<file path="src/design/ubt_pkg.sv">
// ---------------------------------------------------------------------------
// Bag table package
// Types, codes and fixed field widths shared by the bag table modules.
// ---------------------------------------------------------------------------
package ubt_pkg;

  localparam int CAPACITY    = 16;
  localparam int VALUE_W     = 32;
  localparam int INDEX_W     = 4;
  localparam int COUNT_W     = 5;
  localparam int MODE_W      = 2;
  localparam int IN_TDATA_W  = 40;
  localparam int OUT_TDATA_W = 40;

  typedef enum logic [MODE_W-1:0] {
    MODE_ADD    = 2'd0,
    MODE_REMOVE = 2'd1,
    MODE_READ   = 2'd2,
    MODE_NOP    = 2'd3
  } mode_t;

  typedef enum logic [2:0] {
    ST_IDLE,
    ST_EXEC,
    ST_SCAN,
    ST_LAST,
    ST_SWAP,
    ST_RD_ADDR,
    ST_RD_DATA
  } state_t;

  typedef enum logic [2:0] {
    RES_ADD,
    RES_NOP,
    RES_HIT,
    RES_MISS,
    RES_READ
  } res_kind_t;

  typedef enum logic [1:0] {
    RA_SCAN,
    RA_LAST,
    RA_INDEX
  } raddr_sel_t;

  typedef struct packed {
    logic       start;
    logic       scan_step;
    raddr_sel_t rsel;
    logic       load;
    res_kind_t  kind;
  } cmd_t;

  typedef struct packed {
    mode_t in_mode;
    mode_t mode;
    logic  match;
    logic  scan_over;
  } stat_t;

endpackage

</file>
<file path="src/design/ubt_datapath.sv">
// ---------------------------------------------------------------------------
// Bag table datapath
// Element memory, count, scan pointers and the result word register.
// ---------------------------------------------------------------------------
module ubt_datapath #(
  parameter int ELEMENT_WIDTH = 32
) (
  input  logic                             clk,
  input  logic                             rst,
  input  logic [ubt_pkg::IN_TDATA_W-1:0]   in_tdata,
  input  logic [ubt_pkg::MODE_W-1:0]       in_tuser,
  input  ubt_pkg::cmd_t                    cmd,
  output ubt_pkg::stat_t                   stat,
  output logic [ubt_pkg::OUT_TDATA_W-1:0]  out_tdata
);

  localparam int CAPACITY = ubt_pkg::CAPACITY;
  localparam int AW = $clog2(CAPACITY);
  localparam int CW = $clog2(CAPACITY + 1);
  localparam int VW = ubt_pkg::VALUE_W;
  localparam int IW = ubt_pkg::INDEX_W;
  localparam int NW = ubt_pkg::COUNT_W;

  logic [ELEMENT_WIDTH-1:0] mem [CAPACITY];
  logic [ELEMENT_WIDTH-1:0] rdata;
  logic [AW-1:0]            raddr;

  logic [CW-1:0]            count;
  logic [ELEMENT_WIDTH-1:0] val_q;
  logic [IW-1:0]            idx_q;
  ubt_pkg::mode_t           mode_q;
  logic [CW-1:0]            scan_ptr;
  logic                     pend;
  logic [AW-1:0]            pend_ptr;

  logic [VW-1:0]            in_value;
  logic [IW-1:0]            in_idx;
  logic [CW-1:0]            last;
  logic                     issue;
  logic                     full;
  logic                     idx_ok;

  logic                     res_ok;
  logic [VW-1:0]            res_item;
  logic                     res_done;
  logic [CW-1:0]            res_count;

  assign in_value = in_tdata[VW-1:0];
  assign in_idx   = in_tdata[VW+IW-1:VW];
  assign last     = count - CW'(1);
  assign issue    = scan_ptr < count;
  assign full     = count == CW'(CAPACITY);
  assign idx_ok   = {{CW{1'b0}}, idx_q} < {{IW{1'b0}}, count};

  always_comb begin
    case (cmd.rsel)
      ubt_pkg::RA_SCAN:  raddr = scan_ptr[AW-1:0];
      ubt_pkg::RA_LAST:  raddr = last[AW-1:0];
      ubt_pkg::RA_INDEX: raddr = AW'(idx_q);
      default:           raddr = scan_ptr[AW-1:0];
    endcase
  end

  assign stat.in_mode   = ubt_pkg::mode_t'(in_tuser);
  assign stat.mode      = mode_q;
  assign stat.match     = pend && (rdata == val_q);
  assign stat.scan_over = !issue && !pend;

  always_comb begin
    res_ok    = 1'b0;
    res_item  = '0;
    res_done  = 1'b0;
    res_count = count;
    case (cmd.kind)
      ubt_pkg::RES_ADD: begin
        res_ok = !full;
        if (!full) begin
          res_count = count + CW'(1);
        end
      end
      ubt_pkg::RES_HIT: begin
        res_ok    = 1'b1;
        res_count = last;
      end
      ubt_pkg::RES_READ: begin
        res_ok   = idx_ok;
        res_done = !idx_ok;
        if (idx_ok) begin
          res_item = VW'(rdata);
        end
      end
      default: begin
        res_ok = 1'b0;
      end
    endcase
  end

  // Memory: one registered read port and one write port.
  always_ff @(posedge clk) begin
    rdata <= mem[raddr];
    if (cmd.load && cmd.kind == ubt_pkg::RES_ADD && !full) begin
      mem[count[AW-1:0]] <= val_q;
    end else if (cmd.load && cmd.kind == ubt_pkg::RES_HIT) begin
      mem[pend_ptr] <= rdata;
    end
  end

  always_ff @(posedge clk) begin
    if (rst) begin
      count    <= '0;
      pend     <= 1'b0;
      scan_ptr <= '0;
    end else begin
      if (cmd.start) begin
        scan_ptr <= '0;
        pend     <= 1'b0;
      end else if (cmd.scan_step) begin
        pend <= issue;
        if (issue) begin
          scan_ptr <= scan_ptr + CW'(1);
        end
      end
      if (cmd.load) begin
        count <= res_count;
      end
    end
  end

  // The pointer of a read in flight rides along with it so a match knows its slot.
  always_ff @(posedge clk) begin
    if (cmd.start) begin
      val_q  <= ELEMENT_WIDTH'(in_value);
      idx_q  <= in_idx;
      mode_q <= ubt_pkg::mode_t'(in_tuser);
    end else if (cmd.scan_step) begin
      pend_ptr <= scan_ptr[AW-1:0];
    end
    if (cmd.load) begin
      out_tdata <= {(res_count == '0), NW'(res_count), res_done, res_item, res_ok};
    end
  end

endmodule

</file>
<file path="src/design/ubt_controller.sv">
// ---------------------------------------------------------------------------
// Bag table controller
// Sequences add, remove scan, swap and read, and owns the result word valid.
// ---------------------------------------------------------------------------
module ubt_controller (
  input  logic           clk,
  input  logic           rst,
  input  logic           in_tvalid,
  output logic           in_tready,
  output logic           out_tvalid,
  input  logic           out_tready,
  input  ubt_pkg::stat_t stat,
  output ubt_pkg::cmd_t  cmd
);

  ubt_pkg::state_t state;
  ubt_pkg::state_t state_next;
  logic            out_valid;
  logic            out_free;

  assign out_free   = !out_valid || out_tready;
  assign out_tvalid = out_valid;

  always_ff @(posedge clk) begin
    if (rst) begin
      state     <= ubt_pkg::ST_IDLE;
      out_valid <= 1'b0;
    end else begin
      state <= state_next;
      if (cmd.load) begin
        out_valid <= 1'b1;
      end else if (out_tready) begin
        out_valid <= 1'b0;
      end
    end
  end

  always_comb begin
    state_next    = state;
    in_tready     = 1'b0;
    cmd.start     = 1'b0;
    cmd.scan_step = 1'b0;
    cmd.rsel      = ubt_pkg::RA_SCAN;
    cmd.load      = 1'b0;
    cmd.kind      = ubt_pkg::RES_NOP;
    case (state)
      ubt_pkg::ST_IDLE: begin
        in_tready = 1'b1;
        if (in_tvalid) begin
          cmd.start = 1'b1;
          case (stat.in_mode)
            ubt_pkg::MODE_REMOVE: state_next = ubt_pkg::ST_SCAN;
            ubt_pkg::MODE_READ:   state_next = ubt_pkg::ST_RD_ADDR;
            default:              state_next = ubt_pkg::ST_EXEC;
          endcase
        end
      end
      ubt_pkg::ST_EXEC: begin
        cmd.kind = (stat.mode == ubt_pkg::MODE_ADD) ? ubt_pkg::RES_ADD : ubt_pkg::RES_NOP;
        if (out_free) begin
          cmd.load   = 1'b1;
          state_next = ubt_pkg::ST_IDLE;
        end
      end
      ubt_pkg::ST_SCAN: begin
        cmd.rsel      = ubt_pkg::RA_SCAN;
        cmd.scan_step = 1'b1;
        cmd.kind      = ubt_pkg::RES_MISS;
        if (stat.match) begin
          cmd.scan_step = 1'b0;
          state_next    = ubt_pkg::ST_LAST;
        end else if (stat.scan_over && out_free) begin
          cmd.load   = 1'b1;
          state_next = ubt_pkg::ST_IDLE;
        end
      end
      ubt_pkg::ST_LAST: begin
        cmd.rsel   = ubt_pkg::RA_LAST;
        state_next = ubt_pkg::ST_SWAP;
      end
      ubt_pkg::ST_SWAP: begin
        cmd.rsel = ubt_pkg::RA_LAST;
        cmd.kind = ubt_pkg::RES_HIT;
        if (out_free) begin
          cmd.load   = 1'b1;
          state_next = ubt_pkg::ST_IDLE;
        end
      end
      ubt_pkg::ST_RD_ADDR: begin
        cmd.rsel   = ubt_pkg::RA_INDEX;
        state_next = ubt_pkg::ST_RD_DATA;
      end
      ubt_pkg::ST_RD_DATA: begin
        cmd.rsel = ubt_pkg::RA_INDEX;
        cmd.kind = ubt_pkg::RES_READ;
        if (out_free) begin
          cmd.load   = 1'b1;
          state_next = ubt_pkg::ST_IDLE;
        end
      end
      default: begin
        state_next = ubt_pkg::ST_IDLE;
      end
    endcase
  end

endmodule

</file>
<file path="src/design/unordered_bag_table_core.sv">
// ---------------------------------------------------------------------------
// Unordered bag table core
// Multiset of values with add, swap-remove and indexed read.
// ---------------------------------------------------------------------------
// The s_axis channel takes one operation word: tuser carries the mode (add,
// remove, read, or no operation), tdata the value and the read index. The
// m_axis channel returns exactly one result word per operation, carrying
// the ok flag, the read item, the done flag, the count and the empty flag.
// Read first addresses the element memory, then takes its registered read
// data. Remove scans the memory one entry per cycle through the single
// read port; on a hit at slot p the last entry is read and written into
// slot p. One operation is in flight at a time; the next word is taken
// once the controller is back in its idle state, even while the last
// result word still waits in the output register. When m_axis is stalled
// the result word holds and the block waits before loading the next one.
// Reset empties the table (count zero) and drops any pending result word;
// the element memory itself is not cleared.
module unordered_bag_table_core #(
  parameter int ELEMENT_WIDTH = 32
) (
  input  logic                            clk,
  input  logic                            rst,
  input  logic                            s_axis_tvalid,
  output logic                            s_axis_tready,
  // tdata fields, low bit up: value[31:0], read_index[35:32], zero pad.
  input  logic [ubt_pkg::IN_TDATA_W-1:0]  s_axis_tdata,
  // tuser fields, low bit up: mode[1:0].
  input  logic [ubt_pkg::MODE_W-1:0]      s_axis_tuser,
  output logic                            m_axis_tvalid,
  input  logic                            m_axis_tready,
  // tdata fields, low bit up: ok[0], item[32:1], done_res[33], count[38:34],
  // empty_res[39].
  output logic [ubt_pkg::OUT_TDATA_W-1:0] m_axis_tdata
);

  ubt_pkg::cmd_t  cmd;
  ubt_pkg::stat_t stat;

  ubt_controller u_ctrl (
    .clk        (clk),
    .rst        (rst),
    .in_tvalid  (s_axis_tvalid),
    .in_tready  (s_axis_tready),
    .out_tvalid (m_axis_tvalid),
    .out_tready (m_axis_tready),
    .stat       (stat),
    .cmd        (cmd)
  );

  ubt_datapath #(
    .ELEMENT_WIDTH (ELEMENT_WIDTH)
  ) u_dp (
    .clk       (clk),
    .rst       (rst),
    .in_tdata  (s_axis_tdata),
    .in_tuser  (s_axis_tuser),
    .cmd       (cmd),
    .stat      (stat),
    .out_tdata (m_axis_tdata)
  );

endmodule

</file>
<file path="config.mk">
export PLATFORM = sky130hd
export DESIGN_NAME = unordered_bag_table_core
export DESIGN_NICKNAME = d
export VERILOG_FILES = /design/src/design/ubt_pkg.sv /design/src/design/ubt_datapath.sv /design/src/design/ubt_controller.sv /design/src/design/unordered_bag_table_core.sv
export SDC_FILE = /design/constraint.sdc
export NUM_CORES = 1
export LEC_CHECK = 0
export BUFFER_PORTS_ARGS = -buffer_cell sky130_fd_sc_hd__buf_4
export CAP_MARGIN = 30
export CORE_MARGIN = 2
export CORE_UTILIZATION = 55
export DETAILED_ROUTE_END_ITERATION = 10
export HOLD_SLACK_MARGIN = 0.03
export PLACE_DENSITY_LB_ADDON = 0.12
export SLEW_MARGIN = 15
export SYNTH_ARGS = -nofsm -noshare
export SYNTH_HDL_FRONTEND = slang
export SYNTH_HIERARCHICAL = 1
export SYNTH_SLANG_ARGS = --single-unit
</file>
<file path="constraint.sdc">
create_clock -name clk -period 7.9 [get_ports clk]
set_input_delay 1.58 -clock clk [delete_from_list [all_inputs] [get_ports clk]]
set_output_delay 1.58 -clock clk [all_outputs]
set_load 0.01 [all_outputs]
</file>
* Yosys cells after proc, flatten, opt, wreduce, memory -nomap -nowiden
Memories as Yosys holds them, arrays and structs flattened. A register that Yosys moved wholly into a read port is not among the register bits.
Index checks and enable logic that the tools add are counted.
** Word-level totals
- Memory bits (read-only) :: 0
- Flip-flop bits (word level) :: 97
- Bits in latches :: 0
- Bits of input ports :: 46
- Memories kept :: 1
- Bits in writable memories :: 512
** Cells by class
- $mul :: 0
- $lt $le $gt $ge :: 2
- Shifts and indexed selects :: 0
- Reduce and logical (&&, ||, !) cells :: 26
- Bitwise logic cells :: 1
- Equal/unequal tests :: 17
- Add/sub/neg operators :: 3
- Multiplexer cells :: 31
- Divide/modulo/power cells :: 0
** Memories
- u_dp.mem :: depth 16, width 32, read ports 1, clocked after Yosys merged registers in 1, wr ports 1, RTL line ubt_datapath.sv:24 : logic [ELEMENT_WIDTH-1:0] mem [CAPACITY];
** Operator list (number)
- $eq 32x32->1 :: 1
- $mux 32 :: 1
- $reduce_or 32->1 :: 1
- $mux 1 :: 17
- $pmux 4 s4 :: 1
- $pmux 3 s5 :: 1
- $eq 3x3->1 const B :: 4
- $mux 3 :: 4
- $add 5x1->5 const B :: 2
- $pmux 5 s2 :: 1
- $eq 3x2->1 const B :: 3
- $pmux 4 s2 :: 1
- $logic_and 1x1->1 :: 6
- $logic_not 3->1 :: 2
- $pmux 3 s2 :: 1
- $reduce_and 2->1 :: 3
- $reduce_or 2->1 :: 3
- $eq 5x5->1 const B :: 1
- $logic_not 1->1 :: 5
- $logic_not 5->1 :: 1
- $lt 4x5->1 :: 1
- $lt 5x5->1 :: 1
- $mux 5 :: 1
- $sub 5x1->5 const B :: 1
- 15 further kinds :: 17

* Logic depth before layout (Yosys ltp)
- Depth in word-level cells :: 14
- Mapped depth :: 17
- Depth with buffers taken out :: 14

* Hierarchy
Netlist, hierarchy kept.
** Modules (own cells, without submodules)
- ubt_datapath :: cells each 1920, seq. area each 18697.9 um2, area an instance 25046.5 um2, times used 1
- ubt_controller :: cells each 52, seq. area each 80.1 um2, area an instance 390.4 um2, times used 1

* Worst setup path before layout
No wires, ideal clock.
- Kind :: input port to flip-flop
- Start :: input m_axis_tready
- End :: memory u_dp.mem[15][0] (enable)
- Path slack :: 1.330 ns
- Arrival :: 6.149 ns
- Required time :: 7.479 ns
- Library setup time :: 0.421 ns
- Stages :: 8
- Cells stage by stage :: or2b_1 -> nor2b_1 -> clkbuf_2 -> and3_1 -> clkbuf_1 -> clkbuf_1 -> a31oi_1 -> nor2_1
** RTL lines
- start, declared :: RTL line unordered_bag_table_core.sv:30 : input logic m_axis_tready,
- end, declared :: RTL line ubt_datapath.sv:24

==> summary.md <==
| Metric | Value |
|---|---|
| Total GRT Usage | 27.3% |
| Net Switching | 4.19 mW |
| Initial Util | 55.9% |
| Hold bufs inserted after CTS | 0 |
| RSZ-0062 raised after global routing | no |
| Max-Cap Viols | 0 |
| Synth Area in Compound Gates | 3.61% |
| Vias/cell | 5.94 |
| # setup viols final | 0 |
| CTS Buffer Depth | 3 |
| First-pass GRT wire length | 95.8 mm |
| Skew final | 0.0364 ns |
| Top_reg_cell synth | edfxtp_1 |
| Post-synth top cells | 594 x edfxtp_1, 554 x nand2_1, 293 x nand3_1 |
| Yosys Warn Count | 6 |
| Most frequent cell after synthesis | edfxtp_1 |
| Routed WL | 63.9 mm |
| Setup bufs post-CTS | 0 |
| Flop pwr share | 39.7% |
| Gate power share | 33.8% |
| Die width | 219 um |
| EDFF count, synth | 594 |
| Crit end category | register |
| Area fraction of the dominant cell type after synthesis | 70.1% |
| Finished Layout Cells | 2701 |
| Synth Register Bits | approximately 640 |
| Crit path launch type | register |
| # diodes | 0 |
| Cell taking the most area after synthesis | edfxtp_1 |
| Worst path required time | just over 8 ns |
| Max Fclk | around 0.16 GHz |
| Max-slew violations | 0 |
| Core Region | 45500 sq um |
| Num CTS Buffers | 66 |
| Sw frac | 36.2% |
| Reg-to-reg critical path startpoint | u_dp/val_q[15]$_DFFE_PP_ |
| Static Leak | a little over 10 nW |
| Multi-input logic area | 6290 sq um |
| Post-synthesis adder-cell area fraction | less than 1% |
| CTS tree | yes |
| DRT iter0 DRCs | between 1500 and 2000 |
| Global route overflow | 0 |
| Post-route DRC | 0 |
| Post-synthesis cell count | 1972 |
| Post-DP HPWL | ~36 mm |
| PD cells | 398 nW/um^2 |
| FFs w/ async S/R, synth | 0% |
| Xor-xnor portion of the synthesized cell area | 1.41% |
| Final ANT Viol Nets | 0 |
| Row cnt | just under 80 |
| H-tree depth | 3 |
| Final Wtd Congestion | between 0.8 and 0.9 |
| Number of global-route vias before repair | 15500 |
| Largest net degree at the start of global routing | 164 |
| Hold Path Class | reg -> reg |
| Slew @ Worst Pin | 0.995 ns |
| Clock network fraction of design power | 26.5% |
| Via count | 16100 |
| Max incr delay on CP | 0.88 ns |
| Clk root buf | clkbuf_16 |
| Largest cells by area after synthesis | edfxtp_1 70%, nand2_1 8.2%, nand3_1 5.8%, dfxtp_1 3.7%, xnor2_1 1.2% |
| Seq. cell area | between 15000 and 20000 sq um |
| Status | finished, final reports clean |
| Max-slew headroom | around a third |
| Post-synthesis cell type count | 60 |
| Cell Chain, Critical Path | xnor2_1 > nand4_1 > nor4_1 > nand4_1 > nor4_1 > nor2b_1 > a21oi_1 > o22a_1 > nor2b_4 > nand3_2 > buf_4 > nor3_1 > a31oi_1 > nor2_4 > buf_16 > buf_4 |
| Area Overhead vs Synth | 14.3% |
| CTS-repair resized insts | 0 |
| Endpoints failing hold | 0 |
| Tmin final | 6.09 ns |
| Syn_nets | 2031 |
| CP arrival | ~6.4 ns |
| Synthesized cell area | 25400 sq um |
| DR WL/cell | 23.7 um |
| Synthesized area per cell | ~13 sq um |
| Slowest CP cell | nor4_1 |
| Internal power | 7.37 mW |
| Worst setup path start | u_dp/val_q[15]$_DFFE_PP_ |
| Reg2reg end | u_dp/mem[1][9]$_DFFE_PP_ |
| Initial antenna violation count | 0 |
| PortBufs | 83 |
| NumNets Final | 2108 |
| Setup_tns | 0 ns |
| Number of placed I/O pins | 88 |
| CP Capture Point | u_dp/mem[1][9]$_DFFE_PP_ |
| Cells after DPL | 2579 |
| Share of layout cells above drive strength 1 | 12.9% |
| Final period utilization | ~77% |
| Fill cells | 3410 |
| Die area | about 48000 sq um |
| Drt pass-1 iters | 5 |
| Worst Reg-to-Reg Cells | 16 |
| VDD IR max | 0.000438 V |
| Later-pin clock latency in the skew report | 0.61 ns |
| Crit path kind | reg -> reg |
| Critical Path Fanout Max | 25 |
| Clock Sinks | 641 |
| Clock slew at reported path FFs | 0.06 ns |
| Setup slack, reg-to-reg | 1.81 ns |
| Sequential area share after synthesis | 73.8% |
| Main combinational cell family by area after synthesis | simple AND/OR/NAND/NOR gates |
| Mux cell area share after synthesis | 0.354% |
| DIE HEIGHT | between 200 and 250 um |
| Simple-gate area share of the yosys netlist | 17.8% |
-- area by class of cell --
| cell class | instances | share of cell area [%] |
|---|---|---|
| clock buffer | 85 | 6.21 |
| sequential | 641 | 64.6 |
| multi-input combinational | 1202 | 21.6 |
| inverter | 12 | 0.155 |
| timing repair buffer | 126 | 3.63 |
| clock inverter | 35 | 1.18 |
| tap | 600 | 2.58 |
-- through the flow --
stage | setup slack (ns) | util [%] | hold WS, ns | power, mW | instance area [sq um]
after floorplan | 1.33 | - | 0.461 | 7.18 | 25400
after global placement | 1.63 | 58.8 | 0.484 | 8.43 | 26800
after detailed placement | 1.73 | 59.2 | 0.488 | 8.56 | 26900
after CTS | 1.65 | 63.9 | 0.497 | 11.6 | 29100
after global routing | 1.58 | 63.9 | 0.522 | 12.1 | 29100
final | 1.81 | 63.9 | 0.498 | 11.6 | 29100
-- metal layers --
layer | vias up | track usage (%) | routed length [um]
li1 | 7323 | - | -
met1 | 8015 | 37.1 | 26500
met2 | 586 | 44.8 | 31300
met3 | 129 | 4.35 | 4120
met4 | 0 | 9.86 | 2040
met5 | - | 0 | 0
-- worst min-delay path by stage --
stage	end	start	cells past startpoint	slack, ns
after floorplan	u_dp/scan_ptr[4]$_SDFFE_PP0P_	u_dp/scan_ptr[4]$_SDFFE_PP0P_	2	0.46
after global placement	u_dp/scan_ptr[4]$_SDFFE_PP0P_	u_dp/scan_ptr[4]$_SDFFE_PP0P_	2	0.48
after CTS	u_dp/scan_ptr[4]$_SDFFE_PP0P_	u_dp/scan_ptr[4]$_SDFFE_PP0P_	2	0.50
final	u_dp/scan_ptr[4]$_SDFFE_PP0P_	u_dp/scan_ptr[4]$_SDFFE_PP0P_	2	0.50
after global routing	u_dp/scan_ptr[4]$_SDFFE_PP0P_	u_dp/scan_ptr[4]$_SDFFE_PP0P_	2	0.52
after detailed placement	u_dp/scan_ptr[4]$_SDFFE_PP0P_	u_dp/scan_ptr[4]$_SDFFE_PP0P_	2	0.49
-- power by group through the flow --
stage,Clock (mW),Sequential (mW),Combinational [mW]
6_report,3.07,4.59,3.90
5_1_grt,3.23,4.62,4.27
3_3_place_gp,0,4.65,3.79
4_1_cts,3.11,4.59,3.91
3_5_place_dp,0,4.66,3.90
2_1_floorplan,0,4.65,2.53
-- logic make-up after synthesis --
family,Yosys count
flip-flops,641
AND/OR/NAND/NOR,1016
adder cells (fa/ha/maj),13
buffers and inverters,129
AO/OA/AOI/OAI,123
XOR/XNOR,41
multiplexers,9
-- critical path: cells and delay by family (launching register included) --
family,cells,cell delay (ns)
simple gates,9,2.91
compound gates,3,1.14
buf+inv,3,0.93
flops,1,0.41
xor+xnor,1,0.40
-- placed cells by master, fill, tap and decap left out, types with 11 or more instances in the layout --
cell type  count
and2_1        35
buf_4        116
clkbuf_1      12
clkbuf_16     67
clkinv_2      13
dfxtp_1       47
edfxtp_1     594
ha_1          13
nand2_1      554
nand3_1      290
nand4_1       40
nor2_1        19
nor2_4        16
o21ai_0       11
o22ai_1       32
o311ai_1      32
xnor2_1       35
-- state kept, by name, indices dropped and copies added (netlist names) --
signal	cells
u_ctrl/out_tvalid	1
u_ctrl/state	3
u_dp/count	5
u_dp/idx_q	4
u_dp/mem	512
u_dp/mode_q	2
u_dp/out_tdata	40
u_dp/pend	1
u_dp/pend_ptr	4
u_dp/rdata	32
u_dp/scan_ptr	5
u_dp/val_q	32
(Power assumes the default switching activity.)
